**src/rtl/phi_wrapped_bin_lookup_core_defines.svh**
```systemverilog
// assertion macros shared by the bin lookup rtl
// no dependencies; included by the modules that carry assertions
`ifndef PHI_WRAPPED_BIN_LOOKUP_CORE_DEFINES_SVH
`define PHI_WRAPPED_BIN_LOOKUP_CORE_DEFINES_SVH

// same-cycle implication, disabled while reset is asserted
`define PWBL_ASSERT_NOW(label, clk, rst_n, ante, cons, msg) \
    label: assert property (@(posedge clk) disable iff (!rst_n) (ante) |-> (cons)) \
        else $error(msg);

// next-cycle implication, disabled while reset is asserted
`define PWBL_ASSERT_NEXT(label, clk, rst_n, ante, cons, msg) \
    label: assert property (@(posedge clk) disable iff (!rst_n) (ante) |=> (cons)) \
        else $error(msg);

`endif

```
**src/rtl/pwbl_pkg.sv**
```systemverilog
// shared types and constants for the bin lookup core
// no dependencies; imported by every module of the block
`default_nettype none

package pwbl_pkg;

    localparam int SEL_W    = 6;
    localparam int CNT_W    = 7;
    localparam int SEL_SPAN = 64;

    localparam logic [CNT_W-1:0] BIN_COUNT_RST = 7'd64;

    localparam logic [1:0] MODE_WRITE  = 2'd0;
    localparam logic [1:0] MODE_LOOKUP = 2'd1;
    localparam logic [1:0] MODE_READ   = 2'd2;

    typedef enum logic [1:0] {
        OP_WRITE,
        OP_READ,
        OP_LOOKUP,
        OP_REJECT
    } op_t;

    typedef enum logic [1:0] {
        STAT_OK        = 2'd0,
        STAT_BAD_INDEX = 2'd1,
        STAT_NO_BIN    = 2'd2
    } status_t;

    // classified command as it travels from front to back
    typedef struct packed {
        op_t              op;
        logic [SEL_W-1:0] sel;
        logic [CNT_W-1:0] lim;
    } ctl_t;

endpackage

`default_nettype wire

```
**src/rtl/pwbl_queue.sv**
```systemverilog
// two-entry command queue between the front and back sections
// depends on pwbl_pkg and the assertion macro header
`default_nettype none

`include "phi_wrapped_bin_lookup_core_defines.svh"

module pwbl_queue
    import pwbl_pkg::*;
#(
    parameter int DATA_W = 60
)
(
    input  wire logic              clk,
    input  wire logic              rst_n,
    input  wire logic              push,
    input  wire ctl_t              push_ctl,
    input  wire logic [DATA_W-1:0] push_data,
    output logic                   full,
    input  wire logic              pop,
    output logic                   empty,
    output ctl_t                   head_ctl,
    output logic [DATA_W-1:0]      head_data
);

    ctl_t              ctl_mem  [2];
    logic [DATA_W-1:0] data_mem [2];

    logic       wr_ptr_reg;
    logic       rd_ptr_reg;
    logic [1:0] count_reg;

    assign full      = (count_reg == 2'd2);
    assign empty     = (count_reg == 2'd0);
    assign head_ctl  = ctl_mem[rd_ptr_reg];
    assign head_data = data_mem[rd_ptr_reg];

    always_ff @(posedge clk)
    begin
        if (push)
        begin
            ctl_mem[wr_ptr_reg]  <= push_ctl;
            data_mem[wr_ptr_reg] <= push_data;
        end
    end

    always_ff @(posedge clk or negedge rst_n)
    begin
        if (!rst_n)
        begin
            wr_ptr_reg <= 1'b0;
            rd_ptr_reg <= 1'b0;
            count_reg  <= 2'd0;
        end
        else
        begin
            if (push)
                wr_ptr_reg <= ~wr_ptr_reg;
            if (pop)
                rd_ptr_reg <= ~rd_ptr_reg;
            case ({push, pop})
                2'b10:   count_reg <= count_reg + 2'd1;
                2'b01:   count_reg <= count_reg - 2'd1;
                default: count_reg <= count_reg;
            endcase
        end
    end

    `PWBL_ASSERT_NOW(a_no_overflow, clk, rst_n, push, count_reg != 2'd2, "queue push while full")
    `PWBL_ASSERT_NOW(a_no_underflow, clk, rst_n, pop, count_reg != 2'd0, "queue pop while empty")
    `PWBL_ASSERT_NOW(a_count_range, clk, rst_n, 1'b1, count_reg != 2'd3, "queue count corrupt")

endmodule

`default_nettype wire

```
**src/rtl/pwbl_front.sv**
```systemverilog
// front section: bin count register, command capture and classification
// depends on pwbl_pkg; feeds pwbl_queue
`default_nettype none

module pwbl_front
    import pwbl_pkg::*;
#(
    parameter int MAX_BINS   = 64,
    parameter int ANGLE_BITS = 20
)
(
    input  wire logic                         clk,
    input  wire logic                         rst_n,
    input  wire logic                         start,
    output logic                              busy,
    input  wire logic                         cfg_wr_en,
    input  wire logic [CNT_W-1:0]             cfg_wr_data,
    input  wire logic [1:0]                   mode,
    input  wire logic [SEL_W-1:0]             bin_sel,
    input  wire logic signed [ANGLE_BITS-1:0] angle,
    input  wire logic signed [ANGLE_BITS-1:0] bound_a,
    input  wire logic signed [ANGLE_BITS-1:0] bound_b,
    input  wire logic                         q_full,
    output logic                              q_push,
    output ctl_t                              q_push_ctl,
    output logic [3*ANGLE_BITS-1:0]           q_push_data
);

    localparam int W     = ANGLE_BITS;
    localparam int DEPTH = (MAX_BINS < SEL_SPAN) ? MAX_BINS : SEL_SPAN;
    localparam logic [CNT_W-1:0] DEPTH_CNT = CNT_W'(DEPTH);

    logic [CNT_W-1:0] bin_count_reg;
    logic             hold_vld_reg;
    ctl_t             hold_ctl_reg;
    logic [3*W-1:0]   hold_data_reg;

    logic             accept;
    logic [CNT_W-1:0] lim;
    logic             idx_ok;
    ctl_t             ctl_next;
    logic signed [W-1:0] lo;
    logic signed [W-1:0] hi;

    assign busy        = hold_vld_reg && q_full;
    assign accept      = start && !busy;
    assign q_push      = hold_vld_reg && !q_full;
    assign q_push_ctl  = hold_ctl_reg;
    assign q_push_data = hold_data_reg;

    // entries past the table or past the selectable range are never valid
    assign lim    = (bin_count_reg > DEPTH_CNT) ? DEPTH_CNT : bin_count_reg;
    assign idx_ok = ({1'b0, bin_sel} < lim);
    assign lo     = (bound_a > bound_b) ? bound_b : bound_a;
    assign hi     = (bound_a > bound_b) ? bound_a : bound_b;

    always_comb
    begin
        ctl_next.lim = lim;
        ctl_next.sel = bin_sel;
        case (mode)
            MODE_WRITE:  ctl_next.op = idx_ok ? OP_WRITE : OP_REJECT;
            MODE_READ:   ctl_next.op = idx_ok ? OP_READ : OP_REJECT;
            MODE_LOOKUP:
            begin
                ctl_next.op  = OP_LOOKUP;
                ctl_next.sel = '0;
            end
            default:
            begin
                ctl_next.op  = OP_REJECT;
                ctl_next.sel = '0;
            end
        endcase
    end

    always_ff @(posedge clk or negedge rst_n)
    begin
        if (!rst_n)
        begin
            bin_count_reg <= BIN_COUNT_RST;
            hold_vld_reg  <= 1'b0;
        end
        else
        begin
            if (cfg_wr_en)
                bin_count_reg <= cfg_wr_data;
            if (accept)
                hold_vld_reg <= 1'b1;
            else if (q_push)
                hold_vld_reg <= 1'b0;
        end
    end

    always_ff @(posedge clk)
    begin
        if (accept)
        begin
            hold_ctl_reg  <= ctl_next;
            hold_data_reg <= {angle, lo, hi};
        end
    end

endmodule

`default_nettype wire

```
**src/rtl/pwbl_back.sv**
```systemverilog
// back section: bin table, read and write execution, pipelined lookup scan
// depends on pwbl_pkg and the assertion macro header; fed by pwbl_queue
`default_nettype none

`include "phi_wrapped_bin_lookup_core_defines.svh"

module pwbl_back
    import pwbl_pkg::*;
#(
    parameter int MAX_BINS   = 64,
    parameter int TURN_BITS  = 16,
    parameter int ANGLE_BITS = 20
)
(
    input  wire logic                    clk,
    input  wire logic                    rst_n,
    input  wire logic                    q_empty,
    input  wire ctl_t                    q_head_ctl,
    input  wire logic [3*ANGLE_BITS-1:0] q_head_data,
    output logic                         q_pop,
    output logic                         done,
    output logic [SEL_W-1:0]             found_bin,
    output logic                         inside_hit,
    output logic [1:0]                   status,
    output logic signed [ANGLE_BITS-1:0] low_out,
    output logic signed [ANGLE_BITS-1:0] high_out,
    output logic signed [ANGLE_BITS-1:0] center_out
);

    localparam int W     = ANGLE_BITS;
    localparam int DEPTH = (MAX_BINS < SEL_SPAN) ? MAX_BINS : SEL_SPAN;
    localparam int AW    = (DEPTH > 1) ? $clog2(DEPTH) : 1;
    localparam int FW    = (W + 2 > TURN_BITS + 1) ? W + 2 : TURN_BITS + 1;
    localparam int XW    = FW + 2;
    localparam logic [FW-1:0] HALF  = FW'(1) << (TURN_BITS - 1);
    localparam logic [FW-1:0] KMASK = {FW{1'b1}} << TURN_BITS;

    typedef enum logic [1:0] {
        S_IDLE,
        S_READ,
        S_SCAN,
        S_DRAIN
    } state_t;

    // bin table
    logic signed [W-1:0] low_mem  [DEPTH];
    logic signed [W-1:0] high_mem [DEPTH];
    logic [DEPTH-1:0]    valid_reg;

    logic          wr_en;
    logic [AW-1:0] wr_addr;
    logic [AW-1:0] rd_addr;

    // control
    state_t              state_reg;
    logic                done_reg;
    logic [SEL_W-1:0]    found_reg;
    logic                inside_reg;
    status_t             status_reg;
    logic signed [W-1:0] low_reg;
    logic signed [W-1:0] high_reg;
    logic signed [W-1:0] center_reg;
    logic [CNT_W-1:0]    scan_cnt_reg;
    logic [CNT_W-1:0]    cur_lim_reg;
    logic [SEL_W-1:0]    cur_sel_reg;
    logic signed [W-1:0] cur_angle_reg;

    // best candidate so far
    logic                have_reg;
    logic                hit_reg;
    logic [SEL_W-1:0]    best_idx_reg;
    logic [XW-1:0]       best_dist_reg;
    logic signed [W-1:0] best_lo_reg;
    logic signed [W-1:0] best_hi_reg;
    logic signed [W-1:0] best_c_reg;

    // scan pipeline
    logic                s1_live_reg;
    logic [SEL_W-1:0]    s1_idx_reg;
    logic signed [W-1:0] rd_lo_reg;
    logic signed [W-1:0] rd_hi_reg;
    logic                rd_vld_reg;

    logic                s2_live_reg;
    logic [SEL_W-1:0]    s2_idx_reg;
    logic signed [W-1:0] s2_lo_reg;
    logic signed [W-1:0] s2_hi_reg;
    logic signed [W-1:0] s2_c_reg;
    logic [W:0]          s2_ad_reg;
    logic                s2_neg_reg;

    logic                 s3_live_reg;
    logic [SEL_W-1:0]     s3_idx_reg;
    logic signed [W-1:0]  s3_lo_reg;
    logic signed [W-1:0]  s3_hi_reg;
    logic signed [W-1:0]  s3_c_reg;
    logic signed [XW-1:0] s3_f_reg;

    logic                s4_live_reg;
    logic [SEL_W-1:0]    s4_idx_reg;
    logic signed [W-1:0] s4_lo_reg;
    logic signed [W-1:0] s4_hi_reg;
    logic signed [W-1:0] s4_c_reg;
    logic                s4_inside_reg;
    logic [XW-1:0]       s4_dist_reg;

    // combinational pieces
    logic signed [W-1:0]  head_angle;
    logic signed [W-1:0]  head_lo;
    logic signed [W-1:0]  head_hi;
    logic signed [W:0]    w_sum;
    logic signed [W-1:0]  w_center;
    logic signed [W:0]    r_sum;
    logic signed [W-1:0]  r_center;
    logic signed [W:0]    d_pos;
    logic signed [W:0]    d_neg;
    logic [FW-1:0]        rnd;
    logic [FW-1:0]        shift_amt;
    logic signed [XW-1:0] angle_x;
    logic signed [XW-1:0] shift_x;
    logic signed [XW-1:0] fold;
    logic signed [XW-1:0] lo_x;
    logic signed [XW-1:0] hi_x;
    logic signed [XW-1:0] c_x;
    logic signed [XW-1:0] c_minus_f;
    logic signed [XW-1:0] f_minus_c;
    logic                 pipe_empty;

    assign head_angle = $signed(q_head_data[3*W-1:2*W]);
    assign head_lo    = $signed(q_head_data[2*W-1:W]);
    assign head_hi    = $signed(q_head_data[W-1:0]);

    assign q_pop   = (state_reg == S_IDLE) && !q_empty;
    assign wr_en   = q_pop && (q_head_ctl.op == OP_WRITE);
    assign wr_addr = q_head_ctl.sel[AW-1:0];
    assign rd_addr = (state_reg == S_SCAN) ? scan_cnt_reg[AW-1:0] : q_head_ctl.sel[AW-1:0];

    // floor of the mean is the sum shifted right with its sign kept
    assign w_sum    = {head_lo[W-1], head_lo} + {head_hi[W-1], head_hi};
    assign w_center = w_sum[W:1];
    assign r_sum    = {rd_lo_reg[W-1], rd_lo_reg} + {rd_hi_reg[W-1], rd_hi_reg};
    assign r_center = r_sum[W:1];

    // stage 2: distance from center, both signs in parallel
    assign d_pos = {cur_angle_reg[W-1], cur_angle_reg} - {r_center[W-1], r_center};
    assign d_neg = {r_center[W-1], r_center} - {cur_angle_reg[W-1], cur_angle_reg};

    // stage 3: round turn count half away from zero, fold by whole turns
    assign rnd       = {{(FW-W-1){1'b0}}, s2_ad_reg} + HALF;
    assign shift_amt = rnd & KMASK;
    assign angle_x   = {{(XW-W){cur_angle_reg[W-1]}}, cur_angle_reg};
    assign shift_x   = $signed({2'b00, shift_amt});
    assign fold      = s2_neg_reg ? (angle_x + shift_x) : (angle_x - shift_x);

    // stage 4: containment and center distance
    assign lo_x      = {{(XW-W){s3_lo_reg[W-1]}}, s3_lo_reg};
    assign hi_x      = {{(XW-W){s3_hi_reg[W-1]}}, s3_hi_reg};
    assign c_x       = {{(XW-W){s3_c_reg[W-1]}}, s3_c_reg};
    assign c_minus_f = c_x - s3_f_reg;
    assign f_minus_c = s3_f_reg - c_x;

    assign pipe_empty = !s1_live_reg && !s2_live_reg && !s3_live_reg && !s4_live_reg;

    always_ff @(posedge clk)
    begin
        if (wr_en)
        begin
            low_mem[wr_addr]  <= head_lo;
            high_mem[wr_addr] <= head_hi;
        end
        rd_lo_reg  <= low_mem[rd_addr];
        rd_hi_reg  <= high_mem[rd_addr];
        rd_vld_reg <= valid_reg[rd_addr];
    end

    always_ff @(posedge clk)
    begin
        s1_idx_reg <= scan_cnt_reg[SEL_W-1:0];

        s2_idx_reg <= s1_idx_reg;
        s2_lo_reg  <= rd_lo_reg;
        s2_hi_reg  <= rd_hi_reg;
        s2_c_reg   <= r_center;
        s2_neg_reg <= d_pos[W];
        s2_ad_reg  <= d_pos[W] ? d_neg : d_pos;

        s3_idx_reg <= s2_idx_reg;
        s3_lo_reg  <= s2_lo_reg;
        s3_hi_reg  <= s2_hi_reg;
        s3_c_reg   <= s2_c_reg;
        s3_f_reg   <= fold;

        s4_idx_reg    <= s3_idx_reg;
        s4_lo_reg     <= s3_lo_reg;
        s4_hi_reg     <= s3_hi_reg;
        s4_c_reg      <= s3_c_reg;
        s4_inside_reg <= (s3_f_reg >= lo_x) && (s3_f_reg < hi_x);
        s4_dist_reg   <= (c_x > s3_f_reg) ? c_minus_f : f_minus_c;
    end

    always_ff @(posedge clk or negedge rst_n)
    begin
        if (!rst_n)
        begin
            valid_reg   <= '0;
            s1_live_reg <= 1'b0;
            s2_live_reg <= 1'b0;
            s3_live_reg <= 1'b0;
            s4_live_reg <= 1'b0;
        end
        else
        begin
            if (wr_en)
                valid_reg[wr_addr] <= 1'b1;
            s1_live_reg <= (state_reg == S_SCAN);
            // unwritten bins drop out here
            s2_live_reg <= s1_live_reg && rd_vld_reg;
            s3_live_reg <= s2_live_reg;
            s4_live_reg <= s3_live_reg;
        end
    end

    always_ff @(posedge clk or negedge rst_n)
    begin
        if (!rst_n)
        begin
            state_reg     <= S_IDLE;
            done_reg      <= 1'b0;
            found_reg     <= '0;
            inside_reg    <= 1'b0;
            status_reg    <= STAT_OK;
            low_reg       <= '0;
            high_reg      <= '0;
            center_reg    <= '0;
            scan_cnt_reg  <= '0;
            cur_lim_reg   <= '0;
            cur_sel_reg   <= '0;
            cur_angle_reg <= '0;
            have_reg      <= 1'b0;
            hit_reg       <= 1'b0;
            best_idx_reg  <= '0;
            best_dist_reg <= '0;
            best_lo_reg   <= '0;
            best_hi_reg   <= '0;
            best_c_reg    <= '0;
        end
        else
        begin
            done_reg <= 1'b0;

            // first containing bin wins; before that keep the nearest center
            if (s4_live_reg && !hit_reg)
            begin
                if (s4_inside_reg)
                begin
                    hit_reg      <= 1'b1;
                    have_reg     <= 1'b1;
                    best_idx_reg <= s4_idx_reg;
                    best_lo_reg  <= s4_lo_reg;
                    best_hi_reg  <= s4_hi_reg;
                    best_c_reg   <= s4_c_reg;
                end
                else if (!have_reg || (s4_dist_reg < best_dist_reg))
                begin
                    have_reg      <= 1'b1;
                    best_idx_reg  <= s4_idx_reg;
                    best_dist_reg <= s4_dist_reg;
                    best_lo_reg   <= s4_lo_reg;
                    best_hi_reg   <= s4_hi_reg;
                    best_c_reg    <= s4_c_reg;
                end
            end

            case (state_reg)
                S_IDLE:
                begin
                    if (!q_empty)
                    begin
                        cur_sel_reg   <= q_head_ctl.sel;
                        cur_lim_reg   <= q_head_ctl.lim;
                        cur_angle_reg <= head_angle;
                        case (q_head_ctl.op)
                            OP_WRITE:
                            begin
                                done_reg   <= 1'b1;
                                found_reg  <= q_head_ctl.sel;
                                inside_reg <= 1'b0;
                                status_reg <= STAT_OK;
                                low_reg    <= head_lo;
                                high_reg   <= head_hi;
                                center_reg <= w_center;
                            end
                            OP_READ:
                            begin
                                state_reg <= S_READ;
                            end
                            OP_LOOKUP:
                            begin
                                if (q_head_ctl.lim == '0)
                                begin
                                    done_reg   <= 1'b1;
                                    found_reg  <= '0;
                                    inside_reg <= 1'b0;
                                    status_reg <= STAT_NO_BIN;
                                    low_reg    <= '0;
                                    high_reg   <= '0;
                                    center_reg <= '0;
                                end
                                else
                                begin
                                    scan_cnt_reg <= '0;
                                    have_reg     <= 1'b0;
                                    hit_reg      <= 1'b0;
                                    state_reg    <= S_SCAN;
                                end
                            end
                            default:
                            begin
                                done_reg   <= 1'b1;
                                found_reg  <= q_head_ctl.sel;
                                inside_reg <= 1'b0;
                                status_reg <= STAT_BAD_INDEX;
                                low_reg    <= '0;
                                high_reg   <= '0;
                                center_reg <= '0;
                            end
                        endcase
                    end
                end
                S_READ:
                begin
                    done_reg   <= 1'b1;
                    found_reg  <= cur_sel_reg;
                    inside_reg <= 1'b0;
                    if (rd_vld_reg)
                    begin
                        status_reg <= STAT_OK;
                        low_reg    <= rd_lo_reg;
                        high_reg   <= rd_hi_reg;
                        center_reg <= r_center;
                    end
                    else
                    begin
                        status_reg <= STAT_NO_BIN;
                        low_reg    <= '0;
                        high_reg   <= '0;
                        center_reg <= '0;
                    end
                    state_reg <= S_IDLE;
                end
                S_SCAN:
                begin
                    if ((scan_cnt_reg + CNT_W'(1)) == cur_lim_reg)
                        state_reg <= S_DRAIN;
                    else
                        scan_cnt_reg <= scan_cnt_reg + CNT_W'(1);
                end
                S_DRAIN:
                begin
                    if (pipe_empty)
                    begin
                        done_reg   <= 1'b1;
                        found_reg  <= have_reg ? best_idx_reg : '0;
                        inside_reg <= hit_reg;
                        status_reg <= have_reg ? STAT_OK : STAT_NO_BIN;
                        low_reg    <= have_reg ? best_lo_reg : '0;
                        high_reg   <= have_reg ? best_hi_reg : '0;
                        center_reg <= have_reg ? best_c_reg : '0;
                        state_reg  <= S_IDLE;
                    end
                end
                default:
                begin
                    state_reg <= S_IDLE;
                end
            endcase
        end
    end

    assign done       = done_reg;
    assign found_bin  = found_reg;
    assign inside_hit = inside_reg;
    assign status     = status_reg;
    assign low_out    = low_reg;
    assign high_out   = high_reg;
    assign center_out = center_reg;

    `PWBL_ASSERT_NOW(a_scan_in_range, clk, rst_n, state_reg == S_SCAN, scan_cnt_reg < cur_lim_reg, "scan index past bin limit")
    `PWBL_ASSERT_NEXT(a_pop_progress, clk, rst_n, q_pop, done_reg || (state_reg != S_IDLE), "command popped without result or work")
    `PWBL_ASSERT_NOW(a_hit_has_best, clk, rst_n, hit_reg, have_reg, "hit recorded without a chosen bin")

endmodule

`default_nettype wire

```
**src/rtl/phi_wrapped_bin_lookup_core.sv**
```systemverilog
// top level of the angular bin lookup core
// depends on pwbl_pkg, pwbl_front, pwbl_queue and pwbl_back
`default_nettype none

// A command is taken when start is high and busy is low; busy rises only when
// the capture register holds a command and the two-entry queue behind it is
// full. Each command gives one result, shown on the result ports for a single
// cycle while done is high; there is no way to hold it off. Once the back
// section is free, a write or a rejected command passes the capture register
// and the queue and gives its result as it leaves the queue; a read also
// passes the read state. A lookup walks the active bins, the smaller of
// bin_count and the table depth, through the single read port of the bin
// table, one bin per cycle, followed by a four-stage fold and compare
// pipeline that drains before done rises. Commands run one at a time in the
// back section; the front takes them until queue and capture register fill.
// Valid bits of the table clear at reset, so the block is ready at once.
module phi_wrapped_bin_lookup_core
    import pwbl_pkg::*;
#(
    parameter int MAX_BINS   = 64,
    parameter int TURN_BITS  = 16,
    parameter int ANGLE_BITS = 20
)
(
    input  wire logic                         clk,
    input  wire logic                         rst_n,
    input  wire logic                         start,
    output logic                              busy,
    input  wire logic                         cfg_wr_en,
    input  wire logic [CNT_W-1:0]             cfg_wr_data,
    input  wire logic [1:0]                   mode,
    input  wire logic [SEL_W-1:0]             bin_sel,
    input  wire logic signed [ANGLE_BITS-1:0] angle,
    input  wire logic signed [ANGLE_BITS-1:0] bound_a,
    input  wire logic signed [ANGLE_BITS-1:0] bound_b,
    output logic                              done,
    output logic [SEL_W-1:0]                  found_bin,
    output logic                              inside_hit,
    output logic [1:0]                        status,
    output logic signed [ANGLE_BITS-1:0]      low_out,
    output logic signed [ANGLE_BITS-1:0]      high_out,
    output logic signed [ANGLE_BITS-1:0]      center_out
);

    localparam int DATA_W = 3 * ANGLE_BITS;

    logic              q_push;
    ctl_t              q_push_ctl;
    logic [DATA_W-1:0] q_push_data;
    logic              q_full;
    logic              q_pop;
    logic              q_empty;
    ctl_t              q_head_ctl;
    logic [DATA_W-1:0] q_head_data;

    pwbl_front #(
        .MAX_BINS   (MAX_BINS),
        .ANGLE_BITS (ANGLE_BITS)
    ) u_front (
        .clk         (clk),
        .rst_n       (rst_n),
        .start       (start),
        .busy        (busy),
        .cfg_wr_en   (cfg_wr_en),
        .cfg_wr_data (cfg_wr_data),
        .mode        (mode),
        .bin_sel     (bin_sel),
        .angle       (angle),
        .bound_a     (bound_a),
        .bound_b     (bound_b),
        .q_full      (q_full),
        .q_push      (q_push),
        .q_push_ctl  (q_push_ctl),
        .q_push_data (q_push_data)
    );

    pwbl_queue #(
        .DATA_W (DATA_W)
    ) u_queue (
        .clk       (clk),
        .rst_n     (rst_n),
        .push      (q_push),
        .push_ctl  (q_push_ctl),
        .push_data (q_push_data),
        .full      (q_full),
        .pop       (q_pop),
        .empty     (q_empty),
        .head_ctl  (q_head_ctl),
        .head_data (q_head_data)
    );

    pwbl_back #(
        .MAX_BINS   (MAX_BINS),
        .TURN_BITS  (TURN_BITS),
        .ANGLE_BITS (ANGLE_BITS)
    ) u_back (
        .clk         (clk),
        .rst_n       (rst_n),
        .q_empty     (q_empty),
        .q_head_ctl  (q_head_ctl),
        .q_head_data (q_head_data),
        .q_pop       (q_pop),
        .done        (done),
        .found_bin   (found_bin),
        .inside_hit  (inside_hit),
        .status      (status),
        .low_out     (low_out),
        .high_out    (high_out),
        .center_out  (center_out)
    );

endmodule

`default_nettype wire
```
**config.mk**
```make
export PLATFORM = sky130hd
export DESIGN_NAME = phi_wrapped_bin_lookup_core
export DESIGN_NICKNAME = d
export VERILOG_FILES = /design/src/rtl/pwbl_pkg.sv /design/src/rtl/pwbl_queue.sv /design/src/rtl/pwbl_front.sv /design/src/rtl/pwbl_back.sv /design/src/rtl/phi_wrapped_bin_lookup_core.sv
export VERILOG_INCLUDE_DIRS = /design/src /design/src/rtl
export SDC_FILE = /design/constraint.sdc
export NUM_CORES = 2
export LEC_CHECK = 0
export ABC_AREA = 1
export ABC_CLOCK_PERIOD_IN_PS = 7900
export CAP_MARGIN = 20
export CORE_UTILIZATION = 54
export CTS_CLUSTER_SIZE = 40
export DETAILED_ROUTE_END_ITERATION = 12
export DONT_BUFFER_PORTS = 1
export HOLD_SLACK_MARGIN = 0.05
export PLACE_DENSITY = 0.69
export SLEW_MARGIN = 20
export SYNTH_ARGS = -nofsm -noshare
export SYNTH_HDL_FRONTEND = slang
export SYNTH_HIERARCHICAL = 1
export SYNTH_SLANG_ARGS = --single-unit
```
**constraint.sdc**
```tcl
create_clock -name clk -period 7.9 [get_ports clk]
set_input_delay 0.79 -clock clk [delete_from_list [all_inputs] [get_ports clk]]
set_output_delay 0.79 -clock clk [all_outputs]
set_load 0.02 [all_outputs]
```
==> flow_summary_export.csv <==
group,metric,value,unit
run_status,status,"complete, no violations",
routing,ant_nets,0,
timing,setup_viol,0,
timing,slew_violations,0,
run,maxCapViolations,0,
setup_path,setup.worst_path.end,"u_back/rd_lo_reg[5]$_DFF_P_",
global_route,top_usage_layer,"met2",
setup_path,start_kind,"flip-flop",
place,place.gp.congestion,0.9151,
global_route,grt_start_max_net_pins,285,
timing,max_freq,182.9,MHz
global_route,grt-ovfl-total,0,
yosys,syn_nets,11670,
hold_path,hp-class,"primary input to flip-flop",
global_route,gr-usage-met3,6.617,%
setup_path,crit_type,"flip-flop to flip-flop",
timing,hold_violations,0,
floorplan,die_h,506.0,microns
yosys,synthTopCellsByArea,"edfxtp_1 (61%), o21ai_0 (5.7%), dfrtp_1 (5.2%)",
timing,fin_tns_setup,0,ns
place,io_buffers,0,
yosys,syn_avg_cell_area,12.08,sq um
timing,timing.final.crit_period,5.467,ns
setup_path,arrival,6.34,ns
setup_path,endpoint_kind,"flip-flop",
clock_network,cts_setup_buffers,0,
routing,first_pass_iters,9,
clock_network,post_cts_resized,0,
setup_path,crit_start,"u_queue/rd_ptr_reg$_DFFE_PN0P_",
yosys,async_flop_share,8.427,%
setup_path,cp_slowest_cell,"o21ai_1",
routing,vias,93720,
global_route,grtUsageTotal,31.28,%
final_layout,layout.nets,11640,
floorplan,rows,184,
routing,route.final.wire_length,405400,microns
timing,rsz0062_at_grt,"no",
floorplan,core,251900,sq um
clock_network,htreeDepth,5,
setup_path,crit_buf_inv,3,
setup_path,crit_family,"buffers and inverters",
setup_path,cp.required,8.77,ns
setup_path,r2r_cells,12,
timing,fin_crit_sh,69.21,%
final_layout,drive_gt1_share,7.839,%
routing,drc,0,
yosys,synth_edf_count,2785,
setup_path,cp_max_fo,103,
final_layout,flow.area_growth_from_synthesis,11.83,%
setup_path,worstReg2RegEnd,"u_back/rd_lo_reg[5]$_DFF_P_",
timing,finClkSkew,0.08827,ns
yosys,synth_top_area_cell,"edfxtp_1",
floorplan,initial_utilization,54.46,%
floorplan,dieArea,256000,sq um
global_route,use_met1,43.48,%
global_route,antenna_found_initial,26,
floorplan,fp.dieW,506.0,microns
yosys,yosysUniqueCellTypes,57,
yosys,ys.flop_type,"edfxtp_1",
yosys,synth-seq-cells,3370,
setup_path,rr_startpoint,"u_queue/rd_ptr_reg$_DFFE_PN0P_",
routing,viasPerCell,6.269,
clock_network,hold_buffers,94,
yosys,synth_top_area_share,60.97,%
setup_path,regToRegSetupSlack,2.43,ns
clock_network,root_buffer,"clkbuf_16",
place,dp_hpwl,238800,microns
clock_network,cts_buffers,350,
routing,wire_per_inst,27.12,microns
timing,tightestPinTransition,1.184,ns
setup_path,critPathMaxStageDelay,0.78,ns
timing,relSlewSlack,20.90,%
global_route,grt_pass1_vias,89700,
clock_network,clk_latency,0.99,ns
setup_path,path_cells,"o21ai_1, inv_1, nand2_1, nand2_8, inv_8, buf_4, o21ai_0, o221ai_1, o211ai_1, nand3_1, nand3_1, nand2_1",
global_route,grt_use_met2,47.96,%
clock_network,cts_buffer_depth,4,
yosys,yosys_warnings,6,
yosys,syn-cell-area,137200,sq um
routing,drt_first_iter_violations,14010,
clock_network,clk_pin_slew,0.06,ns
clock_network,cts_tree,"yes",
final_layout,fillers,19150,
setup_path,worst-path-stages,12,
clock_network,clock-sinks,3370,
yosys,synthCells,11360,
floorplan,ios,150,
global_route,grt_pass1_wl,592700,microns
yosys,ys_seq_area_share,70.55,%
final_layout,reg_top3,"u_back/high_mem x1280, u_back/low_mem x1280, u_queue/data_mem x120",
==> final cells by class <==
cell class | count | area (sq um) | area share [%]
multi-input combinational | 6715 | 35920 | 23.41
clock inverter | 157 | 1509 | 0.9837
timing repair buffer | 324 | 3078 | 2.007
antenna | 7 | 17.52 | 0.01142
sequential | 3370 | 96770 | 63.09
tap | 3348 | 4189 | 2.731
inverter | 572 | 2183 | 1.423
clock buffer | 458 | 9732 | 6.344
==> kinds of logic after synthesis <==
| kind of cell | synth area share, % |
|---|---|
| fa+ha+maj | 2.144 |
| simple gates | 10.10 |
| compound gates | 12.60 |
| xor+xnor | 0.5683 |
| flops | 70.55 |
| buf+inv | 4.034 |
==> Yosys cell counts, types with 5 or more instances <==
cell type and count:
a21boi_0 6, a21o_1 19, a21oi_1 227, a22oi_1 13
a31oi_1 22, a41oi_1 37, buf_1 17, buf_2 229
buf_4 24, buf_6 40, clkbuf_1 382, clkbuf_8 7
dfrtp_1 283, dfxtp_1 301, edfxtp_1 2785, fa_1 5
ha_1 227, inv_1 564, inv_2 6, nand2_1 1047
nand2_2 5, nand3_1 528, nand4_1 34, nor2_1 1739
nor3_1 29, nor4_1 8, o2111ai_1 8, o211ai_1 467
o21a_1 6, o21ai_0 1555, o21ai_1 79, o21bai_1 15
o221ai_1 128, o22ai_1 360, or2_2 39, xnor2_1 26
xor2_1 63
==> stage by stage <==
step | instances | cell area, sq um | hold WS, ns | utilization [%] | worst slack, ns
after floorplan | 11360 | 137200 | 0.3096 | - | 2.688
after global placement | 14230 | 141100 | 0.3096 | 56.02 | 2.059
after detailed placement | 14230 | 141100 | 0.3121 | 56.03 | 2.428
after CTS | 14940 | 153300 | 0.05107 | 60.87 | 2.473
after global routing | 14950 | 153400 | 0.08201 | 60.90 | 2.247
final | 14950 | 153400 | 0.09807 | 60.90 | 2.433
==> layer usage <==
metal | vias to the layer above | part of all wire (%)
met5 | - | 0.0074
li1 | 41100 | -
met3 | 817 | 11
met4 | 6 | 4.6
met2 | 5310 | 45
met1 | 46490 | 39
==> worst register-to-register path: stages (launching register included) <==
cell and delay, ns:
dfrtp_4 0.75, o21ai_1 0.80, inv_1 0.28, nand2_1 0.25
nand2_8 0.29, inv_8 0.86, buf_4 0.74, o21ai_0 0.19
o221ai_1 0.19, o211ai_1 0.17, nand3_1 0.36, nand3_1 0.37
nand2_1 0.16
==> how the worst min path moves through the flow <==
| stage | start | to | cells after the start |
|---|---|---|---|
| 5_1_grt | bound_a[15] | u_front/q_push_data[15]$_DFFE_PP_ | 2 |
| 3_5_place_dp | u_back/s2_c_reg[11]$_DFF_P_ | u_back/s3_c_reg[11]$_DFF_P_ | 0 |
| 2_1_floorplan | u_back/s1_idx_reg[0]$_DFF_P_ | u_back/s2_idx_reg[0]$_DFF_P_ | 0 |
| 3_3_place_gp | u_back/s3_idx_reg[2]$_DFF_P_ | u_back/s4_idx_reg[2]$_DFF_P_ | 0 |
| 6_report | bound_b[15] | u_front/q_push_data[35]$_DFFE_PP_ | 2 |
| 4_1_cts | bound_b[15] | u_front/q_push_data[35]$_DFFE_PP_ | 2 |
==> layout by cell type, fill, tap and decap left out, drive strengths merged, types with 5 or more instances in the layout <==
master	synthesis	final
a21boi	6	6
xor2	63	63
o22ai	360	360
a31oi	22	22
xnor2	26	26
buf	310	230
clkinv	1	118
nand4	34	34
o2111ai	8	8
dfrtp	283	283
clkinvlp	0	9
dlygate4sd3	0	94
nand2	1053	1053
dfxtp	301	301
diode	0	7
a41oi	37	37
o21ai	1636	1636
o211ai	468	468
or2	40	40
nor2	1740	1740
fa	5	5
inv	571	575
ha	227	227
edfxtp	2785	2785
nand3	528	528
a22oi	13	13
o221ai	128	128
o21a	6	6
bufinv	0	27
a21oi	227	227
a21o	19	19
o21bai	15	15
nor3	29	29
clkbuf	391	458
nor4	8	8
Power is left out: the tool's default activity adds up to more than one toggle a clock period on the data nets, which glitch-free logic cannot reach.
